<file path="src/design/lpdw_pkg.sv">
`default_nettype none

package lpdw_pkg;

  // Field widths
  localparam int unsigned OP_W    = 2;
  localparam int unsigned BYTE_W  = 8;
  localparam int unsigned CNT_W   = 14;
  localparam int unsigned TICK_W  = 16;
  localparam int unsigned HLEN_W  = 13;

  // Header length handling
  localparam logic [CNT_W-1:0]  LEN_HDR_ONLY   = CNT_W'(2);
  localparam logic [CNT_W-1:0]  LEN_ZERO_MEANS = CNT_W'(8194);
  localparam logic [TICK_W-1:0] TIMEOUT_RESET  = TICK_W'(100);

  // APB register map
  localparam int unsigned ADDR_W = 3;
  localparam int unsigned DATA_W = 32;
  localparam logic        REG_TIMEOUT = 1'b0;  // paddr[2] of the timeout register

  // Input operation codes
  typedef enum logic [OP_W-1:0] {
    OP_BYTE       = 2'd0,
    OP_TICK       = 2'd1,
    OP_CONNECT    = 2'd2,
    OP_DISCONNECT = 2'd3
  } op_t;

  // Framer phase
  typedef enum logic [1:0] {
    PH_HDR1 = 2'd0,
    PH_HDR2 = 2'd1,
    PH_DATA = 2'd2
  } phase_t;

  // Result event codes
  typedef enum logic {
    EV_BYTE    = 1'b0,
    EV_TIMEOUT = 1'b1
  } event_t;

  // One result word
  typedef struct packed {
    logic              event_res;
    logic [BYTE_W-1:0] out_byte;
    logic [CNT_W-1:0]  byte_index;
    logic [CNT_W-1:0]  msg_length;
    logic              last_of_message;
  } res_t;

endpackage

`default_nettype wire

</file>
<file path="src/design/lpdw_cfg.sv">
`default_nettype none

module lpdw_cfg
  import lpdw_pkg::*;
(
  input  wire logic              clk,
  input  wire logic              rst_n,
  input  wire logic              psel,
  input  wire logic              penable,
  input  wire logic              pwrite,
  input  wire logic [ADDR_W-1:0] paddr,
  input  wire logic [DATA_W-1:0] pwdata,
  output logic      [DATA_W-1:0] prdata,
  output logic                   pready,
  output logic      [TICK_W-1:0] timeout_ticks
);

  logic [TICK_W-1:0] timeout_r;
  logic              wr_en;

  assign pready = 1'b1;
  assign wr_en  = psel && penable && pwrite && (paddr[2] == REG_TIMEOUT);

  // Timeout reload register
  always_ff @(posedge clk) begin
    if (!rst_n) begin
      timeout_r <= TIMEOUT_RESET;
    end else if (wr_en) begin
      timeout_r <= pwdata[TICK_W-1:0];
    end
  end

  // Read back
  always_comb begin
    prdata = '0;
    if (paddr[2] == REG_TIMEOUT) begin
      prdata = {{(DATA_W-TICK_W){1'b0}}, timeout_r};
    end
  end

  assign timeout_ticks = timeout_r;

endmodule

`default_nettype wire

</file>
<file path="src/design/lpdw_core.sv">
`default_nettype none

module lpdw_core
  import lpdw_pkg::*;
(
  input  wire logic              clk,
  input  wire logic              rst_n,
  input  wire logic              acc,
  input  wire logic [OP_W-1:0]   operation,
  input  wire logic [BYTE_W-1:0] data_byte,
  input  wire logic [TICK_W-1:0] timeout_ticks,
  output logic                   res_valid,
  output res_t                   res
);

  phase_t            phase_r, phase_nxt;
  logic [BYTE_W-1:0] low_hdr_r, low_hdr_nxt;
  logic [CNT_W-1:0]  count_r, count_nxt;
  logic [CNT_W-1:0]  flen_r, flen_nxt;
  logic [TICK_W-1:0] wdog_r, wdog_nxt;
  logic              active_r, active_nxt;

  logic [CNT_W-1:0]  hdr_len;
  logic [CNT_W-1:0]  cnt_inc;
  logic              data_last;

  // Header length and data position
  assign hdr_len   = {1'b0, data_byte[HLEN_W-BYTE_W-1:0], low_hdr_r};
  assign cnt_inc   = count_r + CNT_W'(1);
  assign data_last = (cnt_inc >= flen_r);

  // Next state and result for one accepted word
  always_comb begin
    phase_nxt   = phase_r;
    low_hdr_nxt = low_hdr_r;
    count_nxt   = count_r;
    flen_nxt    = flen_r;
    wdog_nxt    = wdog_r;
    active_nxt  = active_r;
    res_valid   = 1'b0;
    res         = '0;
    if (acc) begin
      unique case (op_t'(operation))
        OP_BYTE: begin
          res_valid     = 1'b1;
          res.event_res = EV_BYTE;
          res.out_byte  = data_byte;
          unique case (phase_r)
            PH_HDR2: begin
              count_nxt      = LEN_HDR_ONLY;
              res.byte_index = CNT_W'(1);
              if (hdr_len == LEN_HDR_ONLY) begin
                flen_nxt            = LEN_HDR_ONLY;
                phase_nxt           = PH_HDR1;
                res.msg_length      = LEN_HDR_ONLY;
                res.last_of_message = 1'b1;
              end else begin
                flen_nxt       = (hdr_len == '0) ? LEN_ZERO_MEANS : hdr_len;
                phase_nxt      = PH_DATA;
                res.msg_length = (hdr_len == '0) ? LEN_ZERO_MEANS : hdr_len;
              end
            end
            PH_DATA: begin
              res.byte_index      = count_r;
              res.msg_length      = flen_r;
              res.last_of_message = data_last;
              if (data_last) begin
                phase_nxt = PH_HDR1;
                count_nxt = '0;
                wdog_nxt  = timeout_ticks;
              end else begin
                count_nxt = cnt_inc;
              end
            end
            default: begin
              // first header byte, also the unused phase code
              low_hdr_nxt = data_byte;
              phase_nxt   = PH_HDR2;
            end
          endcase
        end
        OP_TICK: begin
          if (active_r) begin
            if (wdog_r == '0) begin
              active_nxt    = 1'b0;
              res_valid     = 1'b1;
              res.event_res = EV_TIMEOUT;
            end else begin
              wdog_nxt = wdog_r - TICK_W'(1);
            end
          end
        end
        OP_CONNECT: begin
          phase_nxt  = PH_HDR1;
          count_nxt  = '0;
          flen_nxt   = '0;
          wdog_nxt   = timeout_ticks;
          active_nxt = 1'b1;
        end
        OP_DISCONNECT: begin
          active_nxt = 1'b0;
        end
        default: begin
          active_nxt = active_r;
        end
      endcase
    end
  end

  // Framer and watchdog state
  always_ff @(posedge clk) begin
    if (!rst_n) begin
      phase_r   <= PH_HDR1;
      low_hdr_r <= '0;
      count_r   <= '0;
      flen_r    <= '0;
      wdog_r    <= '0;
      active_r  <= 1'b0;
    end else begin
      phase_r   <= phase_nxt;
      low_hdr_r <= low_hdr_nxt;
      count_r   <= count_nxt;
      flen_r    <= flen_nxt;
      wdog_r    <= wdog_nxt;
      active_r  <= active_nxt;
    end
  end

endmodule

`default_nettype wire

</file>
<file path="src/design/lpdw_outbuf.sv">
`default_nettype none

module lpdw_outbuf
  import lpdw_pkg::*;
(
  input  wire logic clk,
  input  wire logic rst_n,
  input  wire logic push,
  input  wire res_t push_data,
  output logic      full,
  output logic      out_valid,
  input  wire logic out_stall,
  output res_t      out_data
);

  logic main_vld_r, main_vld_nxt;
  logic skid_vld_r, skid_vld_nxt;
  res_t main_r, main_nxt;
  res_t skid_r, skid_nxt;
  logic pop;

  assign pop       = main_vld_r && !out_stall;
  assign out_valid = main_vld_r;
  assign out_data  = main_r;
  // skid occupied: upstream must hold off
  assign full      = skid_vld_r;

  // Main and skid slot control
  always_comb begin
    main_vld_nxt = main_vld_r;
    skid_vld_nxt = skid_vld_r;
    main_nxt     = main_r;
    skid_nxt     = skid_r;
    if (pop) begin
      if (skid_vld_r) begin
        main_nxt     = skid_r;
        skid_vld_nxt = 1'b0;
      end else begin
        main_vld_nxt = push;
        main_nxt     = push_data;
      end
    end else if (!main_vld_r) begin
      main_vld_nxt = push;
      main_nxt     = push_data;
    end else if (push) begin
      skid_vld_nxt = 1'b1;
      skid_nxt     = push_data;
    end
  end

  always_ff @(posedge clk) begin
    if (!rst_n) begin
      main_vld_r <= 1'b0;
      skid_vld_r <= 1'b0;
    end else begin
      main_vld_r <= main_vld_nxt;
      skid_vld_r <= skid_vld_nxt;
    end
  end

  // Payload slots
  always_ff @(posedge clk) begin
    main_r <= main_nxt;
    skid_r <= skid_nxt;
  end

endmodule

`default_nettype wire

</file>
<file path="src/design/length_prefixed_deframer_watchdog.sv">
`default_nettype none

// Channel   Direction  Handshake             Word
// in_       input      in_valid / in_stall   operation, data_byte
// out_      output     out_valid / out_stall event_res, out_byte, byte_index,
//                                            msg_length, last_of_message
// cfg       input      APB psel/penable      timeout_ticks at address 0
//
// One word is accepted per cycle while in_stall is low; its result, if any, is
// on out_ the next cycle unless older results are still waiting there.
// Sustained rate is one word per clock while out_stall stays low, set by the
// single framer/watchdog update. Output has a main register and a skid slot;
// in_stall is registered and rises only while the skid slot holds a word.
// rst_n is synchronous: framer idle, link inactive, watchdog zero, timeout 100.

module length_prefixed_deframer_watchdog
  import lpdw_pkg::*;
(
  input  wire logic              clk,
  input  wire logic              rst_n,
  // input channel
  input  wire logic              in_valid,
  output logic                   in_stall,
  input  wire logic [OP_W-1:0]   in_operation,
  input  wire logic [BYTE_W-1:0] in_data_byte,
  // result channel
  output logic                   out_valid,
  input  wire logic              out_stall,
  output logic                   out_event_res,
  output logic      [BYTE_W-1:0] out_out_byte,
  output logic      [CNT_W-1:0]  out_byte_index,
  output logic      [CNT_W-1:0]  out_msg_length,
  output logic                   out_last_of_message,
  // configuration
  input  wire logic              psel,
  input  wire logic              penable,
  input  wire logic              pwrite,
  input  wire logic [ADDR_W-1:0] paddr,
  input  wire logic [DATA_W-1:0] pwdata,
  output logic      [DATA_W-1:0] prdata,
  output logic                   pready
);

  logic [TICK_W-1:0] timeout_ticks;
  logic              acc;
  logic              res_valid;
  logic              full;
  res_t              res;
  res_t              out_data;

  assign in_stall = full;
  assign acc      = in_valid && !full;

  lpdw_cfg u_cfg (
    .clk           (clk),
    .rst_n         (rst_n),
    .psel          (psel),
    .penable       (penable),
    .pwrite        (pwrite),
    .paddr         (paddr),
    .pwdata        (pwdata),
    .prdata        (prdata),
    .pready        (pready),
    .timeout_ticks (timeout_ticks)
  );

  lpdw_core u_core (
    .clk           (clk),
    .rst_n         (rst_n),
    .acc           (acc),
    .operation     (in_operation),
    .data_byte     (in_data_byte),
    .timeout_ticks (timeout_ticks),
    .res_valid     (res_valid),
    .res           (res)
  );

  lpdw_outbuf u_outbuf (
    .clk       (clk),
    .rst_n     (rst_n),
    .push      (res_valid),
    .push_data (res),
    .full      (full),
    .out_valid (out_valid),
    .out_stall (out_stall),
    .out_data  (out_data)
  );

  // Result fields
  assign out_event_res       = out_data.event_res;
  assign out_out_byte        = out_data.out_byte;
  assign out_byte_index      = out_data.byte_index;
  assign out_msg_length      = out_data.msg_length;
  assign out_last_of_message = out_data.last_of_message;

endmodule

`default_nettype wire

</file>
<file path="config.mk">
export PLATFORM = sky130hd
export DESIGN_NAME = length_prefixed_deframer_watchdog
export DESIGN_NICKNAME = d
export VERILOG_FILES = /design/src/design/lpdw_pkg.sv /design/src/design/lpdw_cfg.sv /design/src/design/lpdw_core.sv /design/src/design/lpdw_outbuf.sv /design/src/design/length_prefixed_deframer_watchdog.sv
export SDC_FILE = /design/constraint.sdc
export NUM_CORES = 1
export LEC_CHECK = 0
export ABC_AREA = 1
export BUFFER_PORTS_ARGS = -buffer_cell sky130_fd_sc_hd__buf_2
export CORE_ASPECT_RATIO = 1.75
export CORE_MARGIN = 2
export CORE_UTILIZATION = 51
export DETAILED_ROUTE_END_ITERATION = 7
export HOLD_SLACK_MARGIN = 0.03
export PLACE_DENSITY = 0.79
export SLEW_MARGIN = 20
export SYNTH_ARGS = -nofsm -noshare
export SYNTH_HDL_FRONTEND = slang
export SYNTH_SLANG_ARGS = --single-unit
export TNS_END_PERCENT = 20
</file>
<file path="constraint.sdc">
create_clock -name clk -period 3.33 [get_ports clk]
set_input_delay 0.666 -clock clk [delete_from_list [all_inputs] [get_ports clk]]
set_output_delay 0.666 -clock clk [all_outputs]
set_load 0.01 [all_outputs]
</file>
==> impl_metrics.env, run 1 <==
export IMPL_fmax_mhz=335.1
export IMPL_placed_cell_area_um2=7800
export IMPL_die_y_um=162.2
export IMPL_synth_edf_count=76
export IMPL_ys_seq_elements=149
export IMPL_status="finished clean"
export IMPL_dr_pass1_iters=6
export IMPL_coreArea_um2=13910
export IMPL_track_usage_pct=22.12
export IMPL_clockBufferDepth=2
export IMPL_crit_required_ns=3.65
export IMPL_period_share_pct=89.61
export IMPL_worst_hold_slack_ns=0.4613
export IMPL_die_w_um=94.42
export IMPL_routed_via_density=5.257
export IMPL_yosysSeqAreaShare_pct=51.30
export IMPL_clock_insertion_delay_worst_skew_ns=0.43
export IMPL_ys_top_cells_by_count="198 x nand2_1, 118 x inv_1, 93 x nor2_1"
export IMPL_drt_wl_total_um=16430
export IMPL_rsz0062_at_grt="false"
export IMPL_yosys_area_top_type="edfxtp_1"
export IMPL_reg2reg_depth=19
export IMPL_nFillCells=1187
export IMPL_start_kind="flip-flop"
export IMPL_antenna_found_initial=0
export IMPL_synth_most_common_cell="nand2_1"
export IMPL_place_gp_congestion=0.8892
export IMPL_vias=6024
export IMPL_h_tree_depth=4
export IMPL_cpPeakStageDelay_ns=0.38
export IMPL_synthArstFlopShare_pct=0
export IMPL_hpwl_um=11600
export IMPL_die_area_um2=15320
export IMPL_worstSetupPathType="flip-flop to flip-flop"
export IMPL_relSlewSlack_pct=33.14
export IMPL_num_io_pins=125
export IMPL_portBuffers=89
export IMPL_syn_mean_instance_area_um2=8.359
export IMPL_start_util_pct=52.47
export IMPL_cp_data_arrival_time_ns=3.30
export IMPL_cp_slowest_cell="dfxtp_1"
export IMPL_crit_top_cell="nand2_1"
export IMPL_synthFlopType="edfxtp_1"
export IMPL_drv_slew=0
export IMPL_syn_inst=873
export IMPL_syn2layout_area_growth_pct=15.93
export IMPL_drcViolationCount=0
export IMPL_hold_viol_final=0
export IMPL_worstHoldPathCells=3
export IMPL_synth_area_um2=7297
export IMPL_grt_ovfl_total=0
export IMPL_grt_pass1_vias=5613
export IMPL_drt_first_iter_violations=354
export IMPL_setup_violations=0
export IMPL_ys_types=39
export IMPL_multi_input_area_um2=2865
export IMPL_cap_violations=0
export IMPL_ir_worst_vdd_mv=0.3831
export IMPL_seqCellArea_um2=3744
export IMPL_p_per_area_nw_per_um2=523.4
export IMPL_leakage_nw=4.050
export IMPL_final_cell_area_um2=8459
export IMPL_fin_worst_skew_ns=0.009367
export IMPL_synthTopCellsByArea="edfxtp_1 31%, dfxtp_1 20%, nand2_1 10%, inv_1 6.1%, a21oi_1 4.8%"
export IMPL_grt_max_degree=45
export IMPL_grt_pass1_wl_um=26160
export IMPL_cts_tree="yes"
export IMPL_nets=1026
export IMPL_clock_sinks=149
export IMPL_cp_max_fo=10
export IMPL_drive_gt1_share_pct=16.20
export IMPL_numCtsBuffers=17
export IMPL_fin_tns_setup_ns=0
export IMPL_worst_pin_slew_ns=1.002
export IMPL_rows=57
export IMPL_ctsHoldBuffers=0
export IMPL_hp_class="primary input to flip-flop"
export IMPL_routedWlPerCell_um=14.34
export IMPL_fin_crit_ns=2.984
export IMPL_endpoint_kind="flip-flop"
export IMPL_drtAntennaViolNets=0
export IMPL_synth_top_area_share_pct=31.28
export IMPL_cts_root_buffer="clkbuf_16"
export IMPL_clk_pin_slew_worst_paths_ns=0.06
export IMPL_n_antenna_cell=0
export IMPL_path_cells="inv_1 > nor2_1 > nand2_1 > nor2_1 > nand2_1 > xor2_1 > ha_1 > nand2_1 > nor2_2 > nand2_1 > nor2_1 > nand2_1 > nand3_2 > nand2_1 > nand2_4 > buf_4 > nand3_1 > nand2_1 > nor2_1"
export IMPL_power_mw=4.428
export IMPL_yosys_warnings=0
==> layer usage <==
metal  global-route usage [%]  wire length, µm  part of all wire [%]
met5                        0                0                     0
met1                    23.03             5845                    36
met4                    12.98              770                   4.7
met3                    4.174              791                   4.8
met2                    40.29             9024                    55
==> flip-flops by register name, summed over array words and instances (netlist names) <==
name                 cells
u_outbuf.full            1
u_core.count_r          14
u_core.flen_r           14
u_outbuf.out_valid       1
u_outbuf.out_data       38
u_core.wdog_r           16
u_core.active_r          1
u_core.low_hdr_r         8
u_core.phase_r           2
u_outbuf.skid_r         38
u_cfg.timeout_ticks     16
==> worst max-delay path: cells and delay by family (launching register included) <==
family / cells / cell delay [ns]
XOR/XNOR: 1 / 0.18
AND/OR/NAND/NOR: 15 / 1.73
flip-flops: 1 / 0.38
buffers and inverters: 2 / 0.26
adder cells (fa/ha/maj): 1 / 0.31
==> path summary, 6_finish.rpt <==
check                           end              startpoint  slack, ns
max reg2reg       u_core.wdog_r[12]       u_core.count_r[2]       0.35
min          u_cfg.timeout_ticks[2]               pwdata[2]       0.46
min reg2reg  u_cfg.timeout_ticks[0]  u_cfg.timeout_ticks[0]       0.47
max               u_core.wdog_r[12]       u_core.count_r[2]       0.35
==> layout make-up <==
cell class	instances	share of cell area, %
flip-flops and latches	149	44.25
multi-input cells	566	33.87
repair buffers	99	6.301
inverters	123	5.458
clock buffers	17	5.029
well taps	177	2.618
clock inverters	15	2.470
==> cells in the final DEF (no fill, tap or decap), types with 9 or more instances in the layout <==
| cell type | count |
|---|---|
| a22oi_1 | 13 |
| nor2_1 | 90 |
| dfxtp_1 | 73 |
| inv_1 | 118 |
| nand2_1 | 197 |
| buf_2 | 89 |
| xor2_1 | 14 |
| ha_1 | 18 |
| nor3_1 | 15 |
| nand3_1 | 28 |
| a21oi_1 | 70 |
| o21ai_0 | 51 |
| a21o_1 | 11 |
| buf_4 | 9 |
| conb_1 | 17 |
| clkbuf_16 | 17 |
| edfxtp_1 | 76 |
==> cells by family after synthesis <==
kind of cell,share of synthesized area (%)
AOI/OAI and AO/OA,12.14
xor gates and xnor gates,1.800
adders and majority gates,3.086
buffers and inverters,10.41
DFF,51.30
other,0.1029
and+or+nand+nor,21.16
==> metrics by stage <==
stage	utilization (%)	setup WS, ns	std cells
final	60.83	0.3461	1146
after global routing	60.83	0.1106	1146
after CTS	60.65	0.2209	1143
after detailed placement	56.09	0.3439	1111
after global placement	56.09	0.4719	1111
after floorplan	-	0.4042	888
==> timing repair <==
action,4_1_cts,5_1_grt
gates resized for setup,0,1
setup buffers,0,3
setup endpoints to repair,0,8
==> power breakdown <==
group          switching [mW]  total (mW)  internal, mW
clock network           0.840        2.05          1.21
logic                   0.259       0.381         0.122
registers              0.0297        1.99          1.96
total                    1.13        4.43          3.30
No activity file was read; power rests on OpenSTA's default activity.
==> run 2: changes to the inputs <==
MAX_ROUTING_LAYER = met4   (was default)
==> run 2 against run 1 <==
Via count is 0.25% higher. First-iteration DRC count is 6.2% higher. Sequential share of layout area stayed put. Utilization stayed put. Die area stayed put. Worst hold slack worse by 0.0011 ns. Setup slack worse by 0.019 ns. Clock skew is 0.0033 ns higher. Flip-flop and latch count stayed put. Clock power hardly changed.
==> impl_metrics.env, run 2 (synthesis gave the netlist of run 1 again) <==
export IMPL_grt_pass1_wl_um=26170
export IMPL_cts_root_buffer="clkbuf_16"
export IMPL_clock_sinks=149
export IMPL_nets=1026
export IMPL_clock_insertion_delay_worst_skew_ns=0.43
export IMPL_routedWlPerCell_um=14.31
export IMPL_die_area_um2=15320
export IMPL_cts_tree="yes"
export IMPL_ctsHoldBuffers=0
export IMPL_status="finished clean"
export IMPL_routed_via_density=5.270
export IMPL_place_gp_congestion=0.9079
export IMPL_intPower_mw=3.299
export IMPL_relSlewSlack_pct=33.31
export IMPL_setup_violations=0
export IMPL_worst_hold_slack_ns=0.4602
export IMPL_drive_gt1_share_pct=16.20
export IMPL_drcViolationCount=0
export IMPL_antenna_found_initial=0
export IMPL_fin_worst_skew_ns=0.01271
export IMPL_crit_start="u_core.count_r[2]"
export IMPL_seq_power_share_pct=45.0
export IMPL_mostFrequentLayoutCell="nand2_1"
export IMPL_grt_pass1_vias=5611
export IMPL_setup_worst_path_end="u_core.wdog_r[12]"
export IMPL_regToRegEndpoint="u_core.wdog_r[12]"
export IMPL_cpPeakStageDelay_ns=0.38
export IMPL_start_kind="flip-flop"
export IMPL_power_share_switching_pct=25.52
export IMPL_reg2reg_setup_slack_ns=0.33
export IMPL_cap_violations=0
export IMPL_post_place_ws_ns=0.3439
export IMPL_numCtsBuffers=17
export IMPL_crit_required_ns=3.65
export IMPL_pwr_share_comb_pct=8.6
export IMPL_coreArea_um2=13910
export IMPL_path_cells="inv_1 > nor2_1 > nand2_1 > nor2_1 > nand2_1 > xor2_1 > ha_1 > nand2_1 > nor2_2 > nand2_1 > nor2_1 > nand2_1 > nand3_2 > nand2_1 > nand2_4 > buf_4 > nand3_1 > nand2_1 > nor2_1"
export IMPL_vias=6039
export IMPL_start_util_pct=52.47
export IMPL_final_cell_mix="197 x nand2_1, 118 x inv_1, 90 x nor2_1"
export IMPL_fin_tns_setup_ns=0
export IMPL_die_y_um=162.2
export IMPL_fin_cells=1146
export IMPL_die_w_um=94.42
export IMPL_drt_wl_total_um=16400
export IMPL_track_usage_pct=22.79
export IMPL_clkPwrFrac_pct=46.4
export IMPL_ir_worst_vdd_mv=0.3871
export IMPL_cp_slowest_cell="dfxtp_1"
export IMPL_syn2layout_area_growth_pct=15.93
export IMPL_grt_ovfl_total=0
export IMPL_fin_crit_ns=3.003
export IMPL_rows=57
export IMPL_fmax_mhz=333.0
export IMPL_n_antenna_cell=0
export IMPL_drtAntennaViolNets=0
export IMPL_p_per_area_nw_per_um2=523.6
export IMPL_endpoint_kind="flip-flop"
export IMPL_portBuffers=89
export IMPL_reg2reg_depth=19
export IMPL_grt_max_degree=45
export IMPL_clk_pin_slew_worst_paths_ns=0.06
export IMPL_leakage_nw=4.050
export IMPL_num_io_pins=125
export IMPL_hpwl_um=11600
export IMPL_hp_class="primary input to flip-flop"
export IMPL_drt_first_iter_violations=376
export IMPL_cp_data_arrival_time_ns=3.32
export IMPL_worst_pin_slew_ns=0.9993
export IMPL_cp_max_fo=10
export IMPL_setup_ws_ns=0.3268
export IMPL_dr_pass1_iters=6
export IMPL_dp_cells=1111
export IMPL_worstSetupPathType="flip-flop to flip-flop"
export IMPL_drv_slew=0
export IMPL_hold_viol_final=0
export IMPL_h_tree_depth=4
export IMPL_period_share_pct=90.19
export IMPL_power_mw=4.429
export IMPL_rsz0062_at_grt="false"
export IMPL_clockBufferDepth=2
export IMPL_crit_top_cell="nand2_1"
export IMPL_p_sw_mw=1.130
export IMPL_r2r_start="u_core.count_r[2]"
## run 2: cell counts in the layout (fill, tap and decap cells not counted)
Identical to the previous run, type by type.
## run 2: timing repair
action / 4_1_cts / 5_1_grt
gates resized for setup: 0 / 1
setup endpoints to repair: 0 / 8
buffers inserted: 0 / 3
## run 2: power groups by stage
| stage | Clock, mW | Combinational (mW) | Sequential [mW] |
|---|---|---|---|
| finish | 2.06 | 0.381 | 1.99 |
| global route | 2.13 | 0.430 | 2.00 |
| CTS | 2.07 | 0.375 | 1.99 |
| detailed placement | 0 | 0.371 | 2.03 |
| global placement | 0 | 0.364 | 2.03 |
| floorplan | 0 | 0.280 | 2.03 |
## run 2: area by class of cell
| cell class | count | area (µm²) |
|---|---|---|
| Clock buffer | 17 | 425.4 |
| Clock inverter | 15 | 209.0 |
| Fill cell | 1187 | 5448 |
| Inverter | 123 | 461.7 |
| Multi-Input combinational cell | 566 | 2865 |
| Sequential cell | 149 | 3744 |
| Tap cell | 177 | 221.5 |
| Timing Repair Buffer | 99 | 533.0 |
## run 2: critical path, delay by kind of cell, from the launching register on
kind	cells	cell delay, ns
DFF	1	0.38
adders and majority gates	1	0.31
and+or+nand+nor	15	1.75
xor gates and xnor gates	1	0.18
buffers and inverters	2	0.26
## run 2: how the worst min path moves through the flow
stage	startpoint	to	slack (ns)	cells after the start
2_1_floorplan	u_core.flen_r[1]	u_core.flen_r[1]	0.44	2
3_3_place_gp	u_core.count_r[13]	u_core.count_r[13]	0.45	2
3_5_place_dp	u_cfg.timeout_ticks[0]	u_cfg.timeout_ticks[0]	0.46	2
4_1_cts	pwdata[2]	u_cfg.timeout_ticks[2]	0.45	3
5_1_grt	pwdata[2]	u_cfg.timeout_ticks[2]	0.47	3
6_report	pwdata[2]	u_cfg.timeout_ticks[2]	0.46	3
## run 2: through the flow
| stage | util (%) | cell area [µm²] |
|---|---|---|
| floorplan | - | 7356 |
| global placement | 56.09 | 7800 |
| detailed placement | 56.09 | 7800 |
| CTS | 60.65 | 8434 |
| global route | 60.83 | 8459 |
| finish | 60.83 | 8459 |
## run 2: per-layer routing
| layer | GRT usage (%) | part of all wire (%) |
|---|---|---|
| met1 | 23.21 | 36 |
| met2 | 40.32 | 55 |
| met3 | 4.128 | 5.0 |
| met4 | 12.78 | 4.2 |
| met5 | - | 0 |
